File: config.mk
export PLATFORM = sky130hd
export DESIGN_NAME = slot_pool_allocator
export DESIGN_NICKNAME = d
export VERILOG_FILES = /design/src/spa_pkg.sv /design/src/spa_free_finder.sv /design/src/slot_pool_allocator.sv
export SDC_FILE = /design/constraint.sdc
export NUM_CORES = 1
export LEC_CHECK = 0
export BUFFER_PORTS_ARGS = -buffer_cell sky130_fd_sc_hd__buf_2
export CAP_MARGIN = 20
export CORE_MARGIN = 3
export CORE_UTILIZATION = 35
export CTS_CLUSTER_SIZE = 16
export DETAILED_ROUTE_END_ITERATION = 8
export PLACE_DENSITY_LB_ADDON = 0.15
export SLEW_MARGIN = 20
export SYNTH_ARGS = -nofsm -noshare
export SYNTH_HDL_FRONTEND = slang
export SYNTH_SLANG_ARGS = --single-unit
File: constraint.sdc
create_clock -name clk_i -period 6.2 [get_ports clk_i]
set_input_delay 1.24 -clock clk_i [delete_from_list [all_inputs] [get_ports clk_i]]
set_output_delay 1.24 -clock clk_i [all_outputs]
set_load 0.02 [all_outputs]
File: src/spa_pkg.sv
// ----------------------------------------------------------------------------
// spa_pkg
// Shared sizes and command codes of the slot pool allocator.
// ----------------------------------------------------------------------------
package spa_pkg;

  // Number of slots in the pool.
  localparam int unsigned SLOTS  = 64;
  // Width of a slot number or of a list position.
  localparam int unsigned SLOT_W = $clog2(SLOTS);
  // Width of a count that can reach SLOTS itself.
  localparam int unsigned CNT_W  = $clog2(SLOTS + 1);

  typedef enum logic [2:0] {
    CMD_ALLOC     = 3'd0,
    CMD_FREE_SLOT = 3'd1,
    CMD_FREE_POS  = 3'd2,
    CMD_READ_POS  = 3'd3,
    CMD_FIND      = 3'd4
  } cmd_e;

endpackage

File: src/spa_free_finder.sv
// ----------------------------------------------------------------------------
// spa_free_finder
// Finds the lowest free slot below the registered slot count.
// ----------------------------------------------------------------------------
module spa_free_finder
  import spa_pkg::*;
(
  input  logic [SLOTS-1:0]  used_i,
  input  logic [CNT_W-1:0]  limit_i,
  output logic              found_o,
  output logic [SLOT_W-1:0] index_o
);

  logic [SLOTS-1:0] avail;
  logic [SLOTS-1:0] lowest;

  always_comb begin
    for (int unsigned i = 0; i < SLOTS; i++) begin
      avail[i] = !used_i[i] && (CNT_W'(i) < limit_i);
    end
  end

  // Isolate the lowest set bit, then encode the one-hot vector.
  assign lowest  = avail & (~avail + SLOTS'(1));
  assign found_o = |avail;

  always_comb begin
    index_o = '0;
    for (int unsigned i = 0; i < SLOTS; i++) begin
      index_o = index_o | ({SLOT_W{lowest[i]}} & SLOT_W'(i));
    end
  end

endmodule

File: src/slot_pool_allocator.sv
// ----------------------------------------------------------------------------
// slot_pool_allocator
// Slot pool kept as a sparse set: a slot-to-position map, a dense list of
// used slots and a used count.
// ----------------------------------------------------------------------------
// The block takes one command item on the input channel (valid/ready) and
// returns exactly one result item on the output channel (valid/ready).
// Commands allocate the lowest free slot below slot_count, free a slot by
// number or by list position, read the slot at a list position, or find the
// list position of a slot. A free moves the last list entry into the hole.
// An accepted item is decoded in the next cycle, and its result enters the
// output register at the end of that cycle unless the receiver stalls.
// No new item is accepted before the current one has executed, due to the
// read-modify-write of the position map and the slot list, both synchronous
// memories with registered read data. The output register lets a new item
// be accepted while an earlier result is still waiting; if the receiver
// stalls, the second item waits in its execute cycle until the output
// register frees up, and no further item is accepted meanwhile. Reset
// clears the used bitmap, the used count and slot_count, so every slot is
// free and no clearing pass is needed. The user writes slot_count through
// its write enable only while the block is idle, which is not enforced.
// ----------------------------------------------------------------------------
module slot_pool_allocator
  import spa_pkg::*;
(
  input  logic              clk_i,
  input  logic              rst_ni,
  // Configuration
  input  logic              slot_count_we_i,
  input  logic [CNT_W-1:0]  slot_count_i,
  // Command items
  input  logic              in_valid_i,
  output logic              in_ready_o,
  input  logic [2:0]        command_i,
  input  logic [SLOT_W-1:0] slot_i,
  input  logic [SLOT_W-1:0] position_i,
  // Result items
  output logic              out_valid_o,
  input  logic              out_ready_i,
  output logic              ok_o,
  output logic [SLOT_W-1:0] result_slot_o,
  output logic [SLOT_W-1:0] result_position_o,
  output logic [CNT_W-1:0]  used_count_o
);

  typedef enum logic [0:0] {
    ST_IDLE,
    ST_EXEC
  } state_e;

  state_e            state_q;
  logic [CNT_W-1:0]  slot_count_q;
  logic [CNT_W-1:0]  count_q;
  logic [SLOTS-1:0]  used_q;

  // Latched command and the memory read data that belongs to it.
  logic [2:0]        cmd_q;
  logic [SLOT_W-1:0] slot_q;
  logic [SLOT_W-1:0] pos_q;
  logic              found_q;
  logic [SLOT_W-1:0] free_idx_q;
  logic [SLOT_W-1:0] map_rd_q;
  logic [SLOT_W-1:0] list_pos_rd_q;
  logic [SLOT_W-1:0] list_last_rd_q;

  // Output register.
  logic              out_valid_q;
  logic              ok_q;
  logic [SLOT_W-1:0] res_slot_q;
  logic [SLOT_W-1:0] res_pos_q;
  logic [CNT_W-1:0]  res_count_q;

  // The position map holds only positions; the used bit of each slot lives
  // in used_q so that reset can mark every slot free at once. The list is
  // only ever used at positions below the count, which were all written.
  logic [SLOT_W-1:0] map_mem  [SLOTS];
  logic [SLOT_W-1:0] list_mem [SLOTS];

  logic              in_accept;
  logic              out_free;
  logic              exec_fire;
  logic [SLOT_W-1:0] last_pos;
  logic              pos_in_range;
  logic              finder_found;
  logic [SLOT_W-1:0] finder_index;

  // Execute-cycle decode results.
  logic              res_ok;
  logic [SLOT_W-1:0] res_slot;
  logic [SLOT_W-1:0] res_pos;
  logic [CNT_W-1:0]  count_d;
  logic              map_we;
  logic [SLOT_W-1:0] map_waddr;
  logic [SLOT_W-1:0] map_wdata;
  logic              list_we;
  logic [SLOT_W-1:0] list_waddr;
  logic [SLOT_W-1:0] list_wdata;
  logic              used_set;
  logic              used_clr;
  logic [SLOT_W-1:0] used_idx;

  assign in_ready_o   = (state_q == ST_IDLE);
  assign in_accept    = in_valid_i && in_ready_o;
  assign out_free     = !out_valid_q || out_ready_i;
  assign exec_fire    = (state_q == ST_EXEC) && out_free;
  assign last_pos     = SLOT_W'(count_q - CNT_W'(1));
  assign pos_in_range = {1'b0, pos_q} < count_q;

  spa_free_finder u_finder (
    .used_i  (used_q),
    .limit_i (slot_count_q),
    .found_o (finder_found),
    .index_o (finder_index)
  );

  // Decode the latched command against the data read in the accept cycle.
  // A free writes the last list entry into the hole and points the map of
  // the moved slot at it; when the freed entry is the last one, this
  // rewrites the entry onto itself and the freed slot still ends up free.
  always_comb begin
    res_ok     = 1'b0;
    res_slot   = '0;
    res_pos    = '0;
    count_d    = count_q;
    map_we     = 1'b0;
    map_waddr  = list_last_rd_q;
    map_wdata  = '0;
    list_we    = 1'b0;
    list_waddr = '0;
    list_wdata = list_last_rd_q;
    used_set   = 1'b0;
    used_clr   = 1'b0;
    used_idx   = '0;

    unique case (cmd_q)
      CMD_ALLOC: begin
        if (found_q) begin
          res_ok     = 1'b1;
          res_slot   = free_idx_q;
          res_pos    = count_q[SLOT_W-1:0];
          count_d    = count_q + CNT_W'(1);
          list_we    = 1'b1;
          list_waddr = count_q[SLOT_W-1:0];
          list_wdata = free_idx_q;
          map_we     = 1'b1;
          map_waddr  = free_idx_q;
          map_wdata  = count_q[SLOT_W-1:0];
          used_set   = 1'b1;
          used_idx   = free_idx_q;
        end
      end
      CMD_FREE_SLOT: begin
        if (used_q[slot_q]) begin
          res_ok     = 1'b1;
          res_slot   = slot_q;
          res_pos    = map_rd_q;
          count_d    = count_q - CNT_W'(1);
          list_we    = 1'b1;
          list_waddr = map_rd_q;
          map_we     = 1'b1;
          map_wdata  = map_rd_q;
          used_clr   = 1'b1;
          used_idx   = slot_q;
        end
      end
      CMD_FREE_POS: begin
        if (pos_in_range && used_q[list_pos_rd_q]) begin
          res_ok     = 1'b1;
          res_slot   = list_pos_rd_q;
          res_pos    = pos_q;
          count_d    = count_q - CNT_W'(1);
          list_we    = 1'b1;
          list_waddr = pos_q;
          map_we     = 1'b1;
          map_wdata  = pos_q;
          used_clr   = 1'b1;
          used_idx   = list_pos_rd_q;
        end
      end
      CMD_READ_POS: begin
        if (pos_in_range) begin
          res_ok   = 1'b1;
          res_slot = list_pos_rd_q;
          res_pos  = pos_q;
        end
      end
      CMD_FIND: begin
        if (used_q[slot_q]) begin
          res_ok   = 1'b1;
          res_slot = slot_q;
          res_pos  = map_rd_q;
        end
      end
      default: begin
      end
    endcase
  end

  // Control state and the output register.
  always_ff @(posedge clk_i or negedge rst_ni) begin
    if (!rst_ni) begin
      state_q      <= ST_IDLE;
      slot_count_q <= '0;
      count_q      <= '0;
      used_q       <= '0;
      out_valid_q  <= 1'b0;
    end else begin
      if (slot_count_we_i) begin
        slot_count_q <= slot_count_i;
      end
      // A new result may replace the one taken in the same cycle.
      if (exec_fire) begin
        out_valid_q <= 1'b1;
      end else if (out_valid_q && out_ready_i) begin
        out_valid_q <= 1'b0;
      end
      unique case (state_q)
        ST_IDLE: begin
          if (in_accept) begin
            state_q <= ST_EXEC;
          end
        end
        ST_EXEC: begin
          if (exec_fire) begin
            state_q <= ST_IDLE;
            count_q <= count_d;
            if (used_set) begin
              used_q[used_idx] <= 1'b1;
            end else if (used_clr) begin
              used_q[used_idx] <= 1'b0;
            end
          end
        end
        default: begin
          state_q <= ST_IDLE;
        end
      endcase
    end
  end

  // Payload registers.
  always_ff @(posedge clk_i) begin
    if (in_accept) begin
      cmd_q      <= command_i;
      slot_q     <= slot_i;
      pos_q      <= position_i;
      found_q    <= finder_found;
      free_idx_q <= finder_index;
    end
    if (exec_fire) begin
      ok_q        <= res_ok;
      res_slot_q  <= res_slot;
      res_pos_q   <= res_pos;
      res_count_q <= count_d;
    end
  end

  // Memories: read in the accept cycle, written back in the execute cycle.
  always_ff @(posedge clk_i) begin
    if (in_accept) begin
      map_rd_q <= map_mem[slot_i];
    end
    if (exec_fire && map_we) begin
      map_mem[map_waddr] <= map_wdata;
    end
  end

  always_ff @(posedge clk_i) begin
    if (in_accept) begin
      list_pos_rd_q  <= list_mem[position_i];
      list_last_rd_q <= list_mem[last_pos];
    end
    if (exec_fire && list_we) begin
      list_mem[list_waddr] <= list_wdata;
    end
  end

  assign out_valid_o       = out_valid_q;
  assign ok_o              = ok_q;
  assign result_slot_o     = res_slot_q;
  assign result_position_o = res_pos_q;
  assign used_count_o      = res_count_q;

endmodule

# ---- After elaboration in Yosys (flattened, before gate mapping)
# Memories as Yosys holds them, arrays and structs flattened. A register that Yosys moved wholly into a read port is not among the register bits.
# Index checks and enable logic that the tools add are counted.
dict set report totals {
  memories 2
  rom_bits 0
  ram_bits 768
  regBits 122
  out_inout_bits 22
  elab_cells 344
  inputBits 27
  latch_bits 0
}
dict set report classes {
  div 0
  eq_ne 4
  shift 0
  reduce_logical 143
  order_cmp 69
  n_bitwise 68
  n_mux 41
  add_sub_neg 3
  multipliers 0
}
# name depth width read_ports rd_ports_with_merged_regs write_ports line_no
set mem_list {}
lappend mem_list {list_mem 64 6 2 2 1 slot_pool_allocator.sv:77} ;# logic [SLOT_W-1:0] list_mem [SLOTS];
lappend mem_list {map_mem 64 6 1 1 1 slot_pool_allocator.sv:76} ;# logic [SLOT_W-1:0] map_mem [SLOTS];
# op count
set ops {}
lappend ops {{< comparator 6 x 7 -> 1 bit, first input constant} 32}
lappend ops {{OR 6 bit} 32}
lappend ops {{bitwise AND 64 bit} 2}
lappend ops {{2-to-1 mux 64 bit} 2}
lappend ops {{NOT 64 bit} 2}
lappend ops {{< comparator 5 x 7 -> 1 bit, first input constant} 16}
lappend ops {{OR 6 x 5 -> 6 bit} 16}
lappend ops {{logical AND 1 bit} 70}
lappend ops {{zero test 1 bit} 65}
lappend ops {{adder 64 x 1 -> 64 bit, second input constant} 1}
lappend ops {{OR 64 bit} 1}
lappend ops {{OR reduction 64 bit} 1}
lappend ops {{2-to-1 mux 6 bit} 10}
lappend ops {{< comparator 4 x 7 -> 1 bit, first input constant} 8}
lappend ops {{OR 6 x 4 -> 6 bit} 8}
lappend ops {{case mux 6 bit (4 select lines)} 2}
lappend ops {{case mux 6 bit (3 select lines)} 2}
lappend ops {{< comparator 3 x 7 -> 1 bit, first input constant} 4}
lappend ops {{OR 6 x 3 -> 6 bit} 4}
lappend ops {{< comparator 6 x 7 -> 1 bit, second input constant} 3}
lappend ops {{2-to-1 mux 7 bit} 3}
lappend ops {{case mux 7 bit (3 select lines)} 1}
lappend ops {{< comparator 1 x 7 -> 1 bit, first input constant} 2}
lappend ops {{< comparator 2 x 7 -> 1 bit, first input constant} 2}
lappend ops {{22 further kinds} 39}

# ---- Depth between registers and ports, before layout
dict set report depth {
  word_depth 67
  depth_mapped 14
  ltp_nobuf 12
}

# ---- Modules after synthesis
# A second synthesis with hierarchy kept.
dict set report hier_totals {
  hier_cells 2516
  hier_area_um2 42813.6
}
# mod cells_per_inst n_inst seq_area_each_um2 area_each_um2
set by_module_without_submodules {}
lappend by_module_without_submodules {slot_pool_allocator 2118 1 26865.8 40367.5}
lappend by_module_without_submodules {spa_free_finder 398 1 0.0 2446.1}

# ---- Worst setup path before layout
# OpenSTA, ideal clock, no wires.
dict set report synth_path {
  kind {register to register}
  start {reg count_q[2]}
  end {mem list_mem[59][0] in the netlist's numbering, enable pin}
  slack_ns 1.286
  synth_period_minus_slack_ns 4.914
  t_arrival_ns 4.528
  n_path_buf 1
  stages_incl_launch_ff 13
  cell_sequence {dfrtp_1 > clkbuf_1 > inv_1 > ha_1 > a21oi_1 > o21ai_1 > a211oi_1 > or4b_4 > nand2_2 > a221oi_1 > inv_1 > nand3_2 > nor4_1}
}
dict set report synth_between {
  elab_cells_between_ends 10
}
# element line_no
set synth_rtl {}
lappend synth_rtl {{from (decl)} slot_pool_allocator.sv:53} ;# logic [CNT_W-1:0] count_q;
lappend synth_rtl {{from (signal assigned)} slot_pool_allocator.sv:226} ;# count_q <= count_d;
lappend synth_rtl {{< comparator 6 x 7 -> 1 bit} slot_pool_allocator.sv:107} ;# assign pos_in_range = {1'b0, pos_q} < count_q;
lappend synth_rtl {{logical AND 1 bit} slot_pool_allocator.sv:167} ;# if (pos_in_range && used_q[list_pos_rd_q]) begin
lappend synth_rtl {{2-to-1 mux 6 bit} slot_pool_allocator.sv:167}
lappend synth_rtl {{case mux 6 bit (3 select lines)} slot_pool_allocator.sv:135} ;# unique case (cmd_q)
lappend synth_rtl {{net list_waddr[4]} slot_pool_allocator.sv:96} ;# logic [SLOT_W-1:0] list_waddr;
lappend synth_rtl {{to (decl)} slot_pool_allocator.sv:77}
# The timed path passes the listed nets, and every way through them passes these cells.

# ---- Worst setup path after layout
dict set report layout_path {
  start {reg count_q[2]}
  end {mem list_mem[57][1] in the netlist's numbering, enable pin}
}
# The elaborated chain is that of the path after synthesis.

==> run metrics <==
status finished clean; gp weighted congestion 0.906; Worst-Skew Late Latency 0.70 ns; dpl ws 0.761 ns; Net Count, Synth 2,586; Post-CTS Resized 0; P_int 0.0126 W; RSZ-0062 raised after global routing no; Synth Register Bits 908; largest area contributor in the netlist edfxtp_1; Crit path largest cell delay 0.87 ns; Vert. Die Dim 358 um; vias in the first global route 25,785; Post-DRT Antenna Nets 0; Post-CTS Repair Setup Buffers 0; DIE WIDTH 358 um; antenna cells 0; DRT iter0 DRCs 3,028; TNS Setup 0 ns; CTS Hold Bufs 0; vias per inst 5.97; Final Cycle Share 0.841; pwr dens 375 nW/um2; Final Skew 0.0580 ns; relative slew slack 0.266; Die ar. 128,000 um2; Post-Route WL 132,000 um; adder-cell share of the synthesized area 0.00231; sequential share of power 0.407; Post-DP HPWL 87,400 um; Slew @ Worst Pin 1.10 ns; GRT Util Overall 0.206; Reg clk slew, reported paths 0.06 ns; sequential area share after synthesis 0.620; setup ws final 0.984 ns; WP data required 6.49 ns; setup violators final 0; library cells used by synthesis 105; Mapped Area 43,300 um2; CTS Buffer Depth 3; IO buf count 48; Filler cells 11,088; Non-Filler Instances 4,305; number of max-cap violations 0; Area Overhead vs Synth 12.8%; Mapped Cells 2,551; Synth top area share 0.574; Switch Pwr 0.00571 W; Worst Path Buf+Inv 3; share of layout cells above drive strength 1 0.289; critical path type register to register; Min-Delay Path Class register to register; prevailing post-synth register cell edfxtp_1; Critical-path top delay cell nor3_1; Final Slew Violations 0; crit path max fanout 66; first-pass GRT wire length 192,000 um; EDFF count, synth 828; CORE AREA 122,000 um2; clk root buf clkbuf_16; fin crit period 5.22 ns; CTS Sinks 908; Critical Path AT 5.51 ns; Initial Util 0.354; logic gate share of total power 0.261; Avg WL per Cell 30.7 um; GRT Residual Overflow 0; total CTS buffers 99; Syn. warnings 0; static leakage 15.8 nW; detailed-route DRC error count 0; Final Hold Fails 0; most common cell after layout, fill and taps aside edfxtp_1; Pwr Total 0.0183 W; H-tree levels 3; Max IR drop VDD 0.443 mV; FP Rows 128; asr flop ratio synth 0.0881; placed insts 4,121; Critical Path Source Type register; area share of xor/xnor cells in the synthesized design 0.00182; boundary pin count 49; initial antenna violation count 5; Clock Power Share 0.331; critical path cell sequence inv_1, ha_1, a21oi_1, o21ai_1, a211oi_1, nand3_1, or2_2, nand2_2, a221oi_2, inv_2, buf_4, nand2_1, nor3_1; critical path endpoint category register; CTS tree yes; fmax 192 MHz; Synth Area in Compound Gates 0.0599; cell family with most CP delay simple AND/OR/NAND/NOR gates; vias 25,715; largest net degree at the start of global routing 69; most frequent cells in the layout 828 x edfxtp_1, 378 x mux4_2, 176 x nor2_1; Synth Area in Simple Gates 0.0701; main combinational cell family by area after synthesis multiplexers; Mean Syn Cell Area 17.0 um2; first-pass iteration count of the detailed router 5; fin nets 2,634; Area contributors post-synth edfxtp_1 57%, mux4_2 20%, dfrtp_1 4.6%; multiplexer area fraction after synthesis 0.223; sw frac 0.312
## sequential cells by signal, summed over array words and instances, names as in the netlist, 7 cells and up, named ones only
signal and flops:
count_q 7, used_count_o 7, list_mem 384, map_mem 384, slot_count_q 7
## cells by family (layout without fill, tap and decap cells)
logic type / after synthesis / after routing
AO/OA/AOI/OAI: 356 / 356
AND/OR/NAND/NOR: 565 / 565
XOR/XNOR: 9 / 9
buffers and inverters: 220 / 349
adder cells (fa/ha/maj): 8 / 8
multiplexers: 485 / 485
flip-flops: 908 / 908
## power groups by stage
stage | logic [W] | clock network [W] | registers (W)
2_1_floorplan | 0.00303 | 0 | 0.00750
3_3_place_gp | 0.00483 | 0 | 0.00759
3_5_place_dp | 0.00482 | 0 | 0.00758
4_1_cts | 0.00484 | 0.00622 | 0.00746
5_1_grt | 0.00507 | 0.00648 | 0.00747
6_report | 0.00479 | 0.00607 | 0.00746
## synthesized netlist by cell type (all sizes together) (13+ instances only)
master / number
nand4: 38
a211oi: 21
dfrtp: 80
edfxtp: 828
nor2: 178
buf: 72
a21o: 17
nand2b: 19
mux2i: 60
mux2: 47
nor4: 17
mux4: 378
nand3: 39
nor2b: 28
and3: 13
clkbuf: 100
o31ai: 27
a21oi: 90
inv: 48
and2: 21
nor3: 61
nand2: 86
o21ai: 58
o211ai: 14
## area by class of cell
type | instances | area, um2 | area share
clock buffer | 111 | 2530 | 0.0518
clock inverter | 71 | 837 | 0.0171
inverter | 48 | 184 | 0.00377
multi-input combinational | 1423 | 15500 | 0.318
sequential | 908 | 26900 | 0.550
tap | 1625 | 2030 | 0.0416
timing repair buffer | 119 | 875 | 0.0179
## final timing paths
| kind | startpoint | end | slack [ns] | depth (start not counted) |
|---|---|---|---|---|
| hold reg to reg | out_valid_o | out_valid_o | 0.53 | 2 |
| min in group asynchronous | rst_ni | asynchronous set/reset pin | 0.56 | 1 |
| setup reg to reg | count_q[2] | list_mem[57][1] | 0.98 | 13 |
| max in group asynchronous | rst_ni | count_q[0] | 4.57 | 2 |
| hold / removal | out_valid_o | out_valid_o | 0.53 | 2 |
| setup / recovery | count_q[2] | list_mem[57][1] | 0.98 | 13 |
## tightest hold or removal path: stages (launching register included)
cell	delay [ns]
dfrtp_1	0.33
nand2b_1	0.09
nand2_1	0.07
## through the flow
stage	instance area, um2	hold WS [ns]	utilization
final	48800	0.529	0.399
after global routing	48800	0.546	0.399
after CTS	48800	0.524	0.399
after detailed placement	45400	0.518	0.371
after global placement	45400	0.511	0.371
after floorplan	43300	0.499	-
## layer usage
metal | vias to the layer above | part of all wire | global-route usage
met3 | 198 | 0.077 | 0.0437
li1 | 10699 | - | -
met1 | 13637 | 0.43 | 0.296
met4 | 6 | 0.025 | 0.0501
met2 | 1175 | 0.47 | 0.322
met5 | - | 0.00030 | 0
No activity file was read; power rests on OpenSTA's default activity.
